`src/ihfs_pkg.sv`:
```
`timescale 1ns / 1ps
package ihfs_pkg;
	typedef enum logic [3:0] {
		PH_SIG, PH_DONE, PH_BMP, PH_PCX, PH_PSIG, PH_PCHUNK, PH_PSKIP,
		PH_IHDR, PH_GIF, PH_JLEN, PH_JSKIP, PH_JMARK, PH_JSOF
	} phase_t;

	localparam logic [2:0] FMT_ERR  = 3'd0;
	localparam logic [2:0] FMT_UNK  = 3'd1;
	localparam logic [2:0] FMT_BMP  = 3'd2;
	localparam logic [2:0] FMT_PNG  = 3'd3;
	localparam logic [2:0] FMT_GIF  = 3'd4;
	localparam logic [2:0] FMT_WEBP = 3'd5;
	localparam logic [2:0] FMT_JPEG = 3'd6;
	localparam logic [2:0] FMT_PCX  = 3'd7;

	typedef struct packed {
		logic [2:0]  fmt;
		logic [31:0] w;
		logic [31:0] h;
		logic [7:0]  ch;
		logic [15:0] bpp;
		logic [7:0]  pal;
	} result_t;
endpackage

```
`src/ihfs_parser.sv`:
```
`timescale 1ns / 1ps
module ihfs_parser
	import ihfs_pkg::*;
(
	input  logic        clk,
	input  logic        arst_n,
	input  logic        step,
	input  logic [7:0]  data_byte,
	input  logic        end_of_file,
	output logic        res_valid,
	output result_t     res
);
	phase_t      phase_q;
	logic [7:0]  pos_q;
	logic [32:0] skip_q;
	logic [63:0] sh_q;
	logic [7:0]  mark_q;
	logic        sent_q;
	logic [31:0] w_q, h_q;

	phase_t      phase_d;
	logic [7:0]  pos_d, mark_d;
	logic [32:0] skip_d;
	logic [31:0] w_d, h_d;
	logic [63:0] sh;
	logic [31:0] lo;
	logic        emit;
	result_t     r;
	logic [2:0]  f;
	logic [15:0] bc, len, x0, y0, x1, y1;
	logic [7:0]  ct, dep, pch;
	logic [32:0] skn;

	assign sh = {sh_q[55:0], data_byte};
	assign lo = sh[31:0];

	always_comb begin
		phase_d = phase_q;
		pos_d   = pos_q + 8'd1;
		skip_d  = skip_q;
		mark_d  = mark_q;
		w_d     = w_q;
		h_d     = h_q;
		emit    = 1'b0;
		r       = '0;
		f       = FMT_UNK;
		bc  = {sh[7:0], sh[15:8]};
		len = sh[15:0];
		ct  = sh[7:0];
		dep = sh[15:8];
		pch = 8'd0;
		x0 = {sh[55:48], sh[63:56]};
		y0 = {sh[39:32], sh[47:40]};
		x1 = {sh[23:16], sh[31:24]};
		y1 = {sh[7:0], sh[15:8]};
		skn = skip_q;
		case (phase_q)
			PH_SIG: begin
				if (pos_q == 8'd3) begin
					if (sh[31:16] == 16'h424D) f = FMT_BMP;
					if (lo == 32'h89504E47) f = FMT_PNG;
					if (lo == 32'h47494638) f = FMT_GIF;
					if (lo == 32'h52494646) f = FMT_WEBP;
					else if (sh[31:16] == 16'hFFD8) f = FMT_JPEG;
					else if (lo == 32'h0A050108) f = FMT_PCX;
					case (f)
						FMT_BMP:  phase_d = PH_BMP;
						FMT_PCX:  phase_d = PH_PCX;
						FMT_PNG:  phase_d = PH_PSIG;
						FMT_GIF:  phase_d = PH_GIF;
						FMT_JPEG: begin
							mark_d  = (sh[15:8] == 8'hFF) ? sh[7:0] : 8'd0;
							phase_d = PH_JLEN;
							pos_d   = 8'd0;
						end
						default: begin
							emit  = 1'b1;
							r.fmt = f;
						end
					endcase
				end
			end
			PH_BMP: begin
				if (pos_q == 8'd21) w_d = {sh[7:0], sh[15:8], sh[23:16], sh[31:24]};
				else if (pos_q == 8'd25) h_d = {sh[7:0], sh[15:8], sh[23:16], sh[31:24]};
				else if (pos_q == 8'd29) begin
					emit  = 1'b1;
					r.fmt = FMT_BMP;
					r.w   = w_q;
					r.h   = h_q;
					if (bc == 16'd16 || bc == 16'd24 || bc == 16'd32) begin
						r.bpp = bc;
						r.ch  = (bc == 16'd16) ? 8'd3 : bc[10:3];
					end else if (bc == 16'd1 || bc == 16'd4 || bc == 16'd8) begin
						r.bpp = 16'd32;
						r.pal = bc[7:0];
						r.ch  = 8'd4;
					end else r.fmt = FMT_ERR;
				end
			end
			PH_PCX: begin
				if (pos_q == 8'd11) begin
					w_d = {{16{x1[15]}}, x1} - {{16{x0[15]}}, x0} + 32'd1;
					h_d = {{16{y1[15]}}, y1} - {{16{y0[15]}}, y0} + 32'd1;
				end else if (pos_q == 8'd65) begin
					emit  = 1'b1;
					r.fmt = (ct == 8'd1 || ct == 8'd3) ? FMT_PCX : FMT_ERR;
					r.w   = w_q;
					r.h   = h_q;
					r.ch  = 8'd3;
					r.bpp = 16'd24;
					r.pal = (ct == 8'd1) ? 8'd8 : 8'd0;
				end
			end
			PH_PSIG: begin
				if (pos_q == 8'd7) begin
					if (lo != 32'h0D0A1A0A) emit = 1'b1;
					else begin
						phase_d = PH_PCHUNK;
						pos_d   = 8'd0;
					end
				end
			end
			PH_PCHUNK: begin
				if (pos_q == 8'd7) begin
					if (lo == 32'h49484452) begin
						if (sh[63:32] != 32'd13) emit = 1'b1;
						else begin
							phase_d = PH_IHDR;
							pos_d   = 8'd0;
						end
					end else begin
						skip_d  = {1'b0, sh[63:32]} + 33'd4;
						phase_d = PH_PSKIP;
					end
				end
			end
			PH_PSKIP, PH_JSKIP: begin
				if (skip_q != '0) skn = skip_q - 33'd1;
				skip_d = skn;
				if (skn == '0) begin
					phase_d = (phase_q == PH_PSKIP) ? PH_PCHUNK : PH_JMARK;
					pos_d   = 8'd0;
				end
			end
			PH_IHDR: begin
				if (pos_q == 8'd3) w_d = lo;
				else if (pos_q == 8'd9) begin
					h_d   = sh[47:16];
					emit  = 1'b1;
					r.w   = w_q;
					r.h   = sh[47:16];
					case (ct)
						8'd0: pch = 8'd1;
						8'd2: pch = 8'd3;
						8'd3: pch = 8'd3;
						8'd4: pch = 8'd2;
						8'd6: pch = 8'd4;
						default: pch = 8'd0;
					endcase
					if (pch != 8'd0) begin
						r.fmt = FMT_PNG;
						r.ch  = pch;
						r.pal = (ct == 8'd3) ? dep : 8'd0;
						r.bpp = (ct == 8'd3 && dep != 8'd0) ? 16'd24 : dep * pch;
					end
				end
			end
			PH_GIF: begin
				if (pos_q == 8'd9) begin
					emit = 1'b1;
					if ((sh[47:40] == 8'h37 || sh[47:40] == 8'h39) && sh[39:32] == 8'h61) begin
						r.fmt = FMT_GIF;
						r.w   = {16'd0, sh[23:16], sh[31:24]};
						r.h   = {16'd0, sh[7:0], sh[15:8]};
						r.ch  = 8'd3;
						r.bpp = 16'd24;
						r.pal = 8'd8;
					end
				end
			end
			PH_JLEN: begin
				if (pos_q == 8'd1) begin
					pos_d = 8'd0;
					if (len < 16'd2) emit = 1'b1;
					else if (mark_q >= 8'hC0 && mark_q <= 8'hC2) begin
						if (len < 16'd8) emit = 1'b1;
						else phase_d = PH_JSOF;
					end else if (len == 16'd2) phase_d = PH_JMARK;
					else begin
						skip_d  = {17'd0, len - 16'd2};
						phase_d = PH_JSKIP;
					end
				end
			end
			PH_JMARK: begin
				if (pos_q == 8'd1) begin
					mark_d  = (sh[15:8] == 8'hFF) ? sh[7:0] : 8'd0;
					phase_d = PH_JLEN;
					pos_d   = 8'd0;
				end
			end
			PH_JSOF: begin
				if (pos_q == 8'd5) begin
					emit  = 1'b1;
					r.fmt = FMT_JPEG;
					r.w   = {16'd0, sh[23:8]};
					r.h   = {16'd0, sh[39:24]};
					r.ch  = sh[7:0];
					r.bpp = sh[7:0] * sh[47:40];
				end
			end
			default: pos_d = pos_q;
		endcase
		if (emit) phase_d = PH_DONE;
		if (end_of_file && !emit && !sent_q) begin
			emit = 1'b1;
			r    = '0;
		end
	end

	always_ff @(posedge clk or negedge arst_n) begin
		if (!arst_n) begin
			phase_q   <= PH_SIG;
			pos_q     <= '0;
			skip_q    <= '0;
			sh_q      <= '0;
			mark_q    <= '0;
			sent_q    <= 1'b0;
			w_q       <= '0;
			h_q       <= '0;
			res_valid <= 1'b0;
			res       <= '0;
		end else begin
			res_valid <= 1'b0;
			if (step) begin
				res_valid <= emit;
				if (emit) res <= r;
				if (end_of_file) begin
					phase_q <= PH_SIG;
					pos_q   <= '0;
					skip_q  <= '0;
					sh_q    <= '0;
					mark_q  <= '0;
					sent_q  <= 1'b0;
					w_q     <= '0;
					h_q     <= '0;
				end else begin
					phase_q <= phase_d;
					pos_q   <= pos_d;
					skip_q  <= skip_d;
					sh_q    <= sh;
					mark_q  <= mark_d;
					sent_q  <= sent_q | emit;
					w_q     <= w_d;
					h_q     <= h_d;
				end
			end
		end
	end
endmodule

```
`src/image_header_format_sniffer_core.sv`:
```
`timescale 1ns / 1ps
// A result passes from the input register through the parser's result register to the
// output register, or waits in the skid slot while the output is stalled.
// Throughput: one byte per cycle, set by the single-pass parser; the input holds
// only while output stall would leave no free slot for the next parser result.
// Reset (arst_n low) returns the parser to signature wait and drops held items.
module image_header_format_sniffer_core
	import ihfs_pkg::*;
(
	input  logic        clk,
	input  logic        arst_n,
	input  logic        in_valid,
	output logic        in_stall,
	input  logic [7:0]  data_byte,
	input  logic        end_of_file,
	output logic        out_valid,
	input  logic        out_stall,
	output logic [2:0]  format_code,
	output logic [31:0] width,
	output logic [31:0] height,
	output logic [7:0]  channels,
	output logic [15:0] bits_per_pixel,
	output logic [7:0]  palette_bits
);
	logic       v_s1;
	logic [7:0] b_s1;
	logic       e_s1;
	logic       pv;
	result_t    pr;
	logic       ov_q, sk_q;
	result_t    o_q, sk_r_q;
	logic       sk_n;
	logic       adv;

	// step the parser only if the skid slot is free after this edge
	always_comb begin
		if (!ov_q || !out_stall) sk_n = sk_q & pv;
		else sk_n = sk_q | pv;
	end
	assign adv      = !sk_n;
	assign in_stall = v_s1 && !adv;

	always_ff @(posedge clk or negedge arst_n) begin
		if (!arst_n) begin
			v_s1 <= 1'b0;
			b_s1 <= '0;
			e_s1 <= 1'b0;
		end else if (!in_stall) begin
			v_s1 <= in_valid;
			b_s1 <= data_byte;
			e_s1 <= end_of_file;
		end
	end

	ihfs_parser u_parser (
		.clk        (clk),
		.arst_n     (arst_n),
		.step       (v_s1 && adv),
		.data_byte  (b_s1),
		.end_of_file(e_s1),
		.res_valid  (pv),
		.res        (pr)
	);

	always_ff @(posedge clk or negedge arst_n) begin
		if (!arst_n) begin
			ov_q   <= 1'b0;
			sk_q   <= 1'b0;
			o_q    <= '0;
			sk_r_q <= '0;
		end else begin
			if (!ov_q || !out_stall) begin
				if (sk_q) begin
					ov_q <= 1'b1;
					o_q  <= sk_r_q;
					sk_q <= pv;
					if (pv) sk_r_q <= pr;
				end else begin
					ov_q <= pv;
					if (pv) o_q <= pr;
				end
			end else if (pv) begin
				sk_q   <= 1'b1;
				sk_r_q <= pr;
			end
		end
	end

	assign out_valid      = ov_q;
	assign format_code    = o_q.fmt;
	assign width          = o_q.w;
	assign height         = o_q.h;
	assign channels       = o_q.ch;
	assign bits_per_pixel = o_q.bpp;
	assign palette_bits   = o_q.pal;
endmodule
```
`config.mk`:
```
export PLATFORM = sky130hd
export DESIGN_NAME = image_header_format_sniffer_core
export DESIGN_NICKNAME = d
export VERILOG_FILES = /design/src/ihfs_pkg.sv /design/src/ihfs_parser.sv /design/src/image_header_format_sniffer_core.sv
export SDC_FILE = /design/constraint.sdc
export NUM_CORES = 1
export LEC_CHECK = 0
export ABC_AREA = 1
export BUFFER_PORTS_ARGS = -buffer_cell sky130_fd_sc_hd__buf_2
export CAP_MARGIN = 30
export CORE_ASPECT_RATIO = 0.5
export CORE_UTILIZATION = 51
export CTS_BUF_LIST = sky130_fd_sc_hd__clkbuf_8
export CTS_CLUSTER_DIAMETER = 40
export CTS_CLUSTER_SIZE = 24
export DETAILED_ROUTE_END_ITERATION = 7
export MAX_ROUTING_LAYER = met4
export PLACE_DENSITY = 0.68
export REMOVE_ABC_BUFFERS = 1
export SLEW_MARGIN = 5
export SYNTH_ARGS = -nofsm -noshare
export SYNTH_HDL_FRONTEND = slang
export SYNTH_HIERARCHICAL = 1
export SYNTH_SLANG_ARGS = --single-unit
export TNS_END_PERCENT = 1
```
`constraint.sdc`:
```
create_clock -name clk -period 4.7 [get_ports clk]
set_input_delay 0.47 -clock clk [delete_from_list [all_inputs] [get_ports clk]]
set_output_delay 0.47 -clock clk [all_outputs]
set_load 0.01 [all_outputs]
```
==> results of run 1 <==
[registers in the layout, summed over array words and instances (netlist names), 3 cells and up]
| signal | cells |
|---|---|
| u_parser/res | 99 |
| b_s1 | 8 |
| height | 32 |
| u_parser/pos_q | 8 |
| format_code | 3 |
| u_parser/mark_q | 8 |
| u_parser/skip_q | 33 |
| palette_bits | 8 |
| u_parser/sh_q | 56 |
| u_parser/w_q | 32 |
| bits_per_pixel | 16 |
| width | 32 |
| sk_r_q | 99 |
| u_parser/phase_q | 4 |
| channels | 8 |
| u_parser/h_q | 32 |
[worst min-delay path by stage]
stage / end / slack, ns / depth (start not counted)
floorplan: b_s1[0] / 0.17 / 0
global placement: format_code[2] / 0.46 / 2
detailed placement: width[25] / 0.46 / 2
CTS: b_s1[7] / 0.02 / 3
global route: b_s1[7] / 0.05 / 3
finish: b_s1[7] / 0.06 / 3
[stage by stage]
step           cells   util  area (sq um)
2_1_floorplan   3865      -         29200
3_3_place_gp    4872  0.548         31800
3_5_place_dp    4872  0.548         31800
4_1_cts         4972  0.570         33000
5_1_grt         4980  0.572         33200
6_report        4980  0.572         33200
[placed cells by master (no fill, tap or decap), types with 9 or more instances in the layout]
master	count
sky130_fd_sc_hd__fa_1	45
sky130_fd_sc_hd__clkbuf_8	50
sky130_fd_sc_hd__o21ai_0	410
sky130_fd_sc_hd__a221oi_1	13
sky130_fd_sc_hd__buf_2	112
sky130_fd_sc_hd__a21oi_1	116
sky130_fd_sc_hd__xor2_1	27
sky130_fd_sc_hd__nand2_2	11
sky130_fd_sc_hd__nor2_2	13
sky130_fd_sc_hd__o21ai_1	111
sky130_fd_sc_hd__o22ai_1	77
sky130_fd_sc_hd__inv_2	45
sky130_fd_sc_hd__nor4_1	18
sky130_fd_sc_hd__nor2_1	289
sky130_fd_sc_hd__inv_6	10
sky130_fd_sc_hd__a32oi_1	11
sky130_fd_sc_hd__inv_1	398
sky130_fd_sc_hd__a21o_1	13
sky130_fd_sc_hd__buf_4	123
sky130_fd_sc_hd__ha_1	127
sky130_fd_sc_hd__dfrtp_1	479
sky130_fd_sc_hd__o221ai_1	10
sky130_fd_sc_hd__nand2_1	1213
sky130_fd_sc_hd__clkinv_1	12
sky130_fd_sc_hd__a211oi_1	19
sky130_fd_sc_hd__nand3_1	163
sky130_fd_sc_hd__nand4_1	60
sky130_fd_sc_hd__dlygate4sd3_1	9
sky130_fd_sc_hd__nor3_1	63
[power by group]
group	internal, mW	switching, mW	total [mW]
sequential	4.37	0.219	4.59
clock	1.31	1.94	3.25
combinational	0.795	2.21	3.01
[repair_timing]
action / in CTS / in global routing
setup endpoints to repair: 0 / 5
resized for setup: 0 / 18
buffers inserted: 0 / 5
hold buffers: 9 / 0
hold endpoints to repair: 91 / 0
[logic make-up (layout without fill, tap and decap cells)]
kind of cell | after synthesis | in the layout | share of synthesized area
other | 0 | 1 | 0
buffers and inverters | 654 | 802 | 0.0916
AO/OA/AOI/OAI | 861 | 861 | 0.161
XOR/XNOR | 32 | 32 | 0.00927
adder cells (fa/ha/maj) | 175 | 175 | 0.0836
AND/OR/NAND/NOR | 1857 | 1857 | 0.253
flip-flops | 484 | 484 | 0.401
[worst max-delay path, cell delays in order, from the launching register on]
cell and delay [ns]:
sky130_fd_sc_hd__dfrtp_1 0.45, sky130_fd_sc_hd__nand2_1 0.10, sky130_fd_sc_hd__fa_1 0.48, sky130_fd_sc_hd__inv_1 0.06
sky130_fd_sc_hd__fa_1 0.53, sky130_fd_sc_hd__inv_1 0.05, sky130_fd_sc_hd__fa_1 0.52, sky130_fd_sc_hd__inv_1 0.05
sky130_fd_sc_hd__fa_1 0.60, sky130_fd_sc_hd__ha_4 0.24, sky130_fd_sc_hd__a21oi_1 0.16, sky130_fd_sc_hd__o21ai_0 0.10
sky130_fd_sc_hd__a21oi_1 0.18, sky130_fd_sc_hd__o21ai_0 0.12, sky130_fd_sc_hd__nand2_1 0.07, sky130_fd_sc_hd__inv_1 0.05
sky130_fd_sc_hd__o21ai_0 0.14, sky130_fd_sc_hd__nand2_1 0.08, sky130_fd_sc_hd__or2_2 0.27, sky130_fd_sc_hd__nand2_1 0.07
sky130_fd_sc_hd__o21ai_1 0.06
[final cells by class]
cell class                 instances  share of cell area
antenna                            1           0.0000755
tap                              768              0.0290
multi-input combinational       2925               0.465
timing repair buffer             255              0.0528
inverter                         456              0.0518
clock inverter                    41              0.0151
sequential                       484               0.365
clock buffer                      50              0.0208
[layer usage]
layer  track usage  vias up
met5             -        -
met3         0.137      237
met4         0.106        0
met2         0.522     1590
met1         0.572    14236
li1              -    13560
==> results.md, run 1 <==
- The number of clock sinks is 484.
- During I/O placement, the number of pins put on the boundary was 114.
- Wire segments on met3 add up to 15.4 mm in the final route.
- In this run the critical register-to-register path is captured at u_parser/res[23].
- The placeable core region is 57900 sq um.
- The startpoint of the worst setup timing path is b_s1[3].
- The max-slew violation total from the final report is 0.
- The commonest cells after synthesis are 1213 x sky130_fd_sc_hd__nand2_1, 484 x sky130_fd_sc_hd__dfrtp_1, 413 x sky130_fd_sc_hd__o21ai_0.
- The flow ran to the end, and the final reports show no timing, DRC or antenna violations.
- The ratio of routed vias to standard cells is 5.95.
- The overall die area is 60300 sq um.
- The post-layout net count is 4359.
- The primary flip-flop cell chosen by synthesis mapping is sky130_fd_sc_hd__dfrtp_1.
- The synthesized design contains 484 register bits.
- Counting along the longest clock path gives a buffer depth of 3.
- Counting cells, the worst reg-to-reg path comes to 20.
- The number of warnings printed during yosys synthesis is 6.
- In the synthesized netlist, the number of instances is 4063.
- Across all layers, the routed design uses 29623 vias.
- Setup violations remaining at the end of the flow were counted as 0.
- Summed over all cells, the static leakage comes to 16.4 nW.
- The most common cell in the synthesized netlist is sky130_fd_sc_hd__nand2_1.
- At the later pin of the worst-skew pair, clock insertion delay measures 0.74 ns.
- The H-tree was split into 2 levels.
- The root buffer cell is sky130_fd_sc_hd__clkbuf_8.
- The synthesized netlist occupies a cell area of 30200 sq um.
- Port buffering added 113 buffers.
- The tightest hold path in the finished design has a slack of 0.0594 ns.
- The multi-input combinational cells in the finished layout cover a total of 15400 sq um.
- The clock input transition at the sequential cells of the worst setup and hold paths is 0.09 ns.
- The final period demand of the worst path is 4.51 ns.
- The site row count is 62.
- Registers take 12100 sq um.
- For this run, the total global-route usage over all layers was measured as 0.397.
- In this run the worst path has a maximum fanout of 5.
- The detailed-routing wirelength on met1 is 52.4 mm.
- The mean post-synth cell area is 7.44 sq um.
- The layout overhead on the synthesized area is 9.75%.
- The initial antenna violation count came to 1.
- After synthesis, the netlist uses 62 different library cells.
- The tightest min-delay check is of the primary input to flop type.
- The setup clock skew after layout is 0.0758 ns.
- The final weighted congestion of routability-driven global placement is 1.08.
- The share of synthesized area in the top cell type comes to 0.401.
- Dividing the detail-routed wire length by the instance count gives 23.5 microns.
- The first global-routing pass estimated 175 mm of wire.
- Before antenna repair, the detailed router went through 8 iterations.
- The pre-CTS setup slack is 0.0825 ns.
- The arrival time of data at the critical path endpoint is 5.07 ns.
- The overall die height is 174 microns.
- The worst setup path is launched from a flop.
- Dividing the final minimum period by the clock period gives 0.961.
- For this run, the top clock speed supported by timing is 221 MHz.
- The uppermost metal layer occupied by signal nets is met4.
- Entering global routing, the biggest net connects 141 pins.
- The detailed-route wire length is 117 mm.
- The setup path with the least slack is of type flop to flop.
- The via count of the first global-routing pass is 27794.
- Yosys attributes the largest share of cell area to sky130_fd_sc_hd__dfrtp_1 40%, sky130_fd_sc_hd__nand2_1 15%, sky130_fd_sc_hd__o21ai_0 6.8%, sky130_fd_sc_hd__ha_1 5.4%, sky130_fd_sc_hd__inv_1 4.9%.
- The DRC marker count from the first detailed-route iteration is 3872.
- The wire length on met2 is 46.0 mm.
- The worst slew margin relative to its limit is 0.297.
- Summed over all instances, the cell type with the most area after synthesis is sky130_fd_sc_hd__dfrtp_1.
- The count of endpoints failing hold in the final timing report came to 0.
- The nature of the critical path endpoint is a flop.
- Measured along the x axis, the die boundary spans 346 microns.
- The residual DRC count is 0.
- The design draws 10.8 mW.
- The part of the Yosys area used for sequential elements is 0.401.
- The final setup TNS is 0 ns.
- Buffers inserted during clock tree synthesis total 49.
- The leftover overflow at the end of global routing is 0.
- The setup slack of the critical path after layout is 0.185 ns.
- Once detail routing completed, the nets flagged for antenna violations numbered 0.
- In the final layout, the share of cells above drive strength 1 is 0.106.
- The transition time at the pin with the least slew margin is 1.05 ns.
- Counting flops with a built-in enable in the synthesized netlist gives 0.
- The worst register-to-register path begins at b_s1[3].
- The total power density per cell area is 327 nW/um^2.
- At the worst endpoint, the required time is 5.25 ns.
- The reported max-cap violation count is 0.
- TritonCTS built the clock tree.
- The number of filler instances in the final layout is 5567.
- The initial core utilization is 0.521.
- The async set or reset register ratio after synthesis is 1.00.
- The worst-case IR drop observed on VDD is 0.237 mV.
- The half-perimeter wire length of the detailed placement result is 87.5 mm.
- The most critical setup path has its endpoint at u_parser/res[23].
- In this run the most critical hold path is launched from data_byte[7].
- The slack of the worst reg-to-reg path is 0.19 ns.
(Power assumes the default switching activity.)
==> run 2: changes to the inputs <==
Settings changed: CTS_BUF_LIST sky130_fd_sc_hd__clkbuf_8 to unset.
==> results.md, run 2 (synthesis results as in run 1) <==
- The clock net in this run drives a total of 484 sinks.
- The met3 layer usage reported by global route is 0.136.
- The area growth from synthesis to layout is 11.4%.
- The later pin in the worst-skew pair is clocked with a latency of 0.65 ns.
- The worst path in the final design needs a cycle of 4.52 ns, including I/O delays and setup.
- The number of routed nets with antenna violations is 0.
- The post-layout net count is 4350.
- At the placement stage, the worst setup path has a slack of 0.0825 ns.
- The count of endpoints failing hold in the final timing report came to 0.
- The number of buffers inserted during clock tree synthesis is 49.
- Setup violations remaining at the end of the flow were counted as 0.
- The top fanout value on the critical path is 11.
- The residual DRC count is 0.
- The worst slew margin relative to its limit is 0.292.
- At the worst endpoint, the required time is 5.18 ns.
- Of the total power, the share spent switching nets is 0.380.
- The TritonCTS clock tree is built.
- The global routing's busiest layer is met1.
- The switching power summed over all nets is 4.53 mW.
- Data arrives at the worst endpoint at 5.00 ns.
- The floorplan step set the die width to 346 microns.
- For the final routed database, the setup TNS stands at 0 ns.
- The analysis attributes to cell leakage a power of 16.6 nW.
- The via count of the first global-routing pass is 27877.
- Routability-driven placement finished with a final weighted congestion of 1.08.
- The setup clock skew after layout is 0.0539 ns.
- The placeable core region is 57900 sq um.
- The leftover overflow at the end of global routing is 0.
- Measured in cells, the most critical reg-to-reg path has a length of 19.
- The H-tree generated during clock tree synthesis spans 2 levels.
- In the global route stage, overall resource usage came out at 0.398.
- The global-route wire length before repair is 176 mm.
- The nature of the critical path endpoint is a flop.
- The internal power summed over all cells is 7.39 mW.
- The share of total power dissipated in sequential elements is 0.385.
- The type of the tightest min-delay check is primary input to flop.
- The ratio of routed vias to standard cells is 5.98.
- The initial antenna violation count is 2.
- The worst hold path was traced through 3 stages.
- The initialized floorplan defines 62 standard-cell rows.
- The met2 track utilization from global routing is 0.522.
- The worst setup path is of the flop to flop kind.
- The flow ran to the end, and the final reports show no timing, DRC or antenna violations.
- The tree is rooted in a sky130_fd_sc_hd__clkbuf_16.
- 114 I/O pins were placed.
- In the global route stage, met1 resource usage came out at 0.574.
- Power spread over the standard cell area amounts to 354 nW/um^2.
- The worst hold slack is 0.0451 ns.
- Summed over all layers, the routed wires come to 118 mm.
- In the final routed layout, each cell accounts on average for 23.6 microns.
- The power share of the clock group is 0.363.
- At the end of the flow the core is filled with cells to 0.581.
- The initial utilization of the core area, before any placement, comes to 0.521.
- The total chip power is 11.9 mW.
- The HPWL after detailed placement is 87.5 mm.
- Buffers placed on the I/O ports in this run total 113.
- The detailed router finished its first iteration with 3908 violations.
- The share of total power in combinational logic is 0.252.
- The reported max-cap violation count is 0.
- After clock tree synthesis, the clock-pin slew on the worst setup and hold paths is 0.07 ns.
- Entering global routing, the biggest net connects 141 pins.
- The max-slew violation total from the final report is 0.
- The fmax is 221 MHz.
- The type of origin of the critical path is a flop.
- The overall die area is 60300 sq um.
- The maximum count of clock buffers along a single path is 3.
- Of the cells placed in the final design, the portion with a size suffix greater than 1 is 0.106.
- The overall die height is 174 microns.
- Before antenna repair, the detailed router went through 7 iterations.
- Across the VDD grid, the largest voltage drop is 0.304 mV.
- The final critical-path share of the clock period is 0.961.
- The largest registers in the layout are sk_r_q x99, u_parser/res x99, u_parser/sh_q x56.
- Summing over every cut layer, the via total after detailed routing is 29740.
- The most common cell after layout, fill and taps aside is sky130_fd_sc_hd__nand2_1.
- The number of filler instances in the final layout is 5500.
- At the pin with the least slew margin, the transition time is 1.06 ns.
- Leaving out fill and tap cells, the most frequent cells in the layout are 1213 x sky130_fd_sc_hd__nand2_1, 479 x sky130_fd_sc_hd__dfrtp_1, 410 x sky130_fd_sc_hd__o21ai_0, 396 x sky130_fd_sc_hd__inv_1, 289 x sky130_fd_sc_hd__nor2_1.
- The setup slack of the critical path after layout is 0.182 ns.
==> run 2: area by class of cell <==
class                           count  area, sq um  share of cell area
Clock inverter                     39          515              0.0153
Clock buffer                       52         1250              0.0371
Tap cell                          768          961              0.0286
Antenna cell                        2         5.00            0.000149
Timing Repair Buffer              246         1660              0.0494
Sequential cell                   484        12100               0.360
Inverter                          456         1720              0.0511
Multi-Input combinational cell   2925        15400               0.458
==> run 2: through the flow <==
step,instance area [sq um],std cells
2_1_floorplan,29200,3865
3_3_place_gp,31800,4872
3_5_place_dp,31800,4872
4_1_cts,33500,4964
5_1_grt,33700,4971
6_report,33700,4972
==> run 2: path summary, 6_finish.rpt <==
check	end	startpoint	slack, ns
hold / removal	v_s1	in_valid	0.05
hold reg to reg	width[25]	width[25]	0.48
max in group asynchronous	width[3]	arst_n	3.06
min in group asynchronous	u_parser/skip_q[1]	arst_n	0.45
setup / recovery	u_parser/res[23]	u_parser/sh_q[35]	0.18
setup reg to reg	u_parser/res[23]	u_parser/sh_q[35]	0.18
==> run 2: timing repair <==
item,4_1_cts,5_1_grt
endpoints found under the setup margin,0,5
hold endpoints to repair,83,0
resized for setup,0,18
hold buffers,1,0
setup buffers,0,4
==> run 2: power groups by stage <==
stage / Clock [mW] / Combinational, mW / Sequential, mW
6_report: 4.33 / 3.00 / 4.59
5_1_grt: 4.54 / 3.24 / 4.61
4_1_cts: 4.36 / 2.89 / 4.57
3_5_place_dp: 0 / 2.88 / 4.65
3_3_place_gp: 0 / 2.87 / 4.65
2_1_floorplan: 0 / 1.66 / 4.62
==> run 2: layer usage <==
metal,up-vias,share of wire,routed length [microns]
met3,254,0.13,15800
li1,13558,-,-
met1,14312,0.45,52400
met5,-,0,0
met4,0,0.030,3500
met2,1616,0.39,45800
==> run 2: critical path: stages, from the launching register on <==
cell	delay, ns
sky130_fd_sc_hd__dfrtp_1	0.40
sky130_fd_sc_hd__buf_4	0.22
sky130_fd_sc_hd__nand2_1	0.10
sky130_fd_sc_hd__fa_1	0.43
sky130_fd_sc_hd__fa_1	0.57
sky130_fd_sc_hd__fa_1	0.44
sky130_fd_sc_hd__fa_1	0.54
sky130_fd_sc_hd__inv_1	0.04
sky130_fd_sc_hd__ha_1	0.35
sky130_fd_sc_hd__nand3_1	0.09
sky130_fd_sc_hd__nand3_1	0.13
sky130_fd_sc_hd__a21oi_1	0.21
sky130_fd_sc_hd__o21ai_0	0.12
sky130_fd_sc_hd__nand2_1	0.07
sky130_fd_sc_hd__inv_1	0.05
sky130_fd_sc_hd__o21ai_0	0.14
sky130_fd_sc_hd__nand2_1	0.08
sky130_fd_sc_hd__or2_2	0.27
sky130_fd_sc_hd__nand2_1	0.07
sky130_fd_sc_hd__o21ai_1	0.06
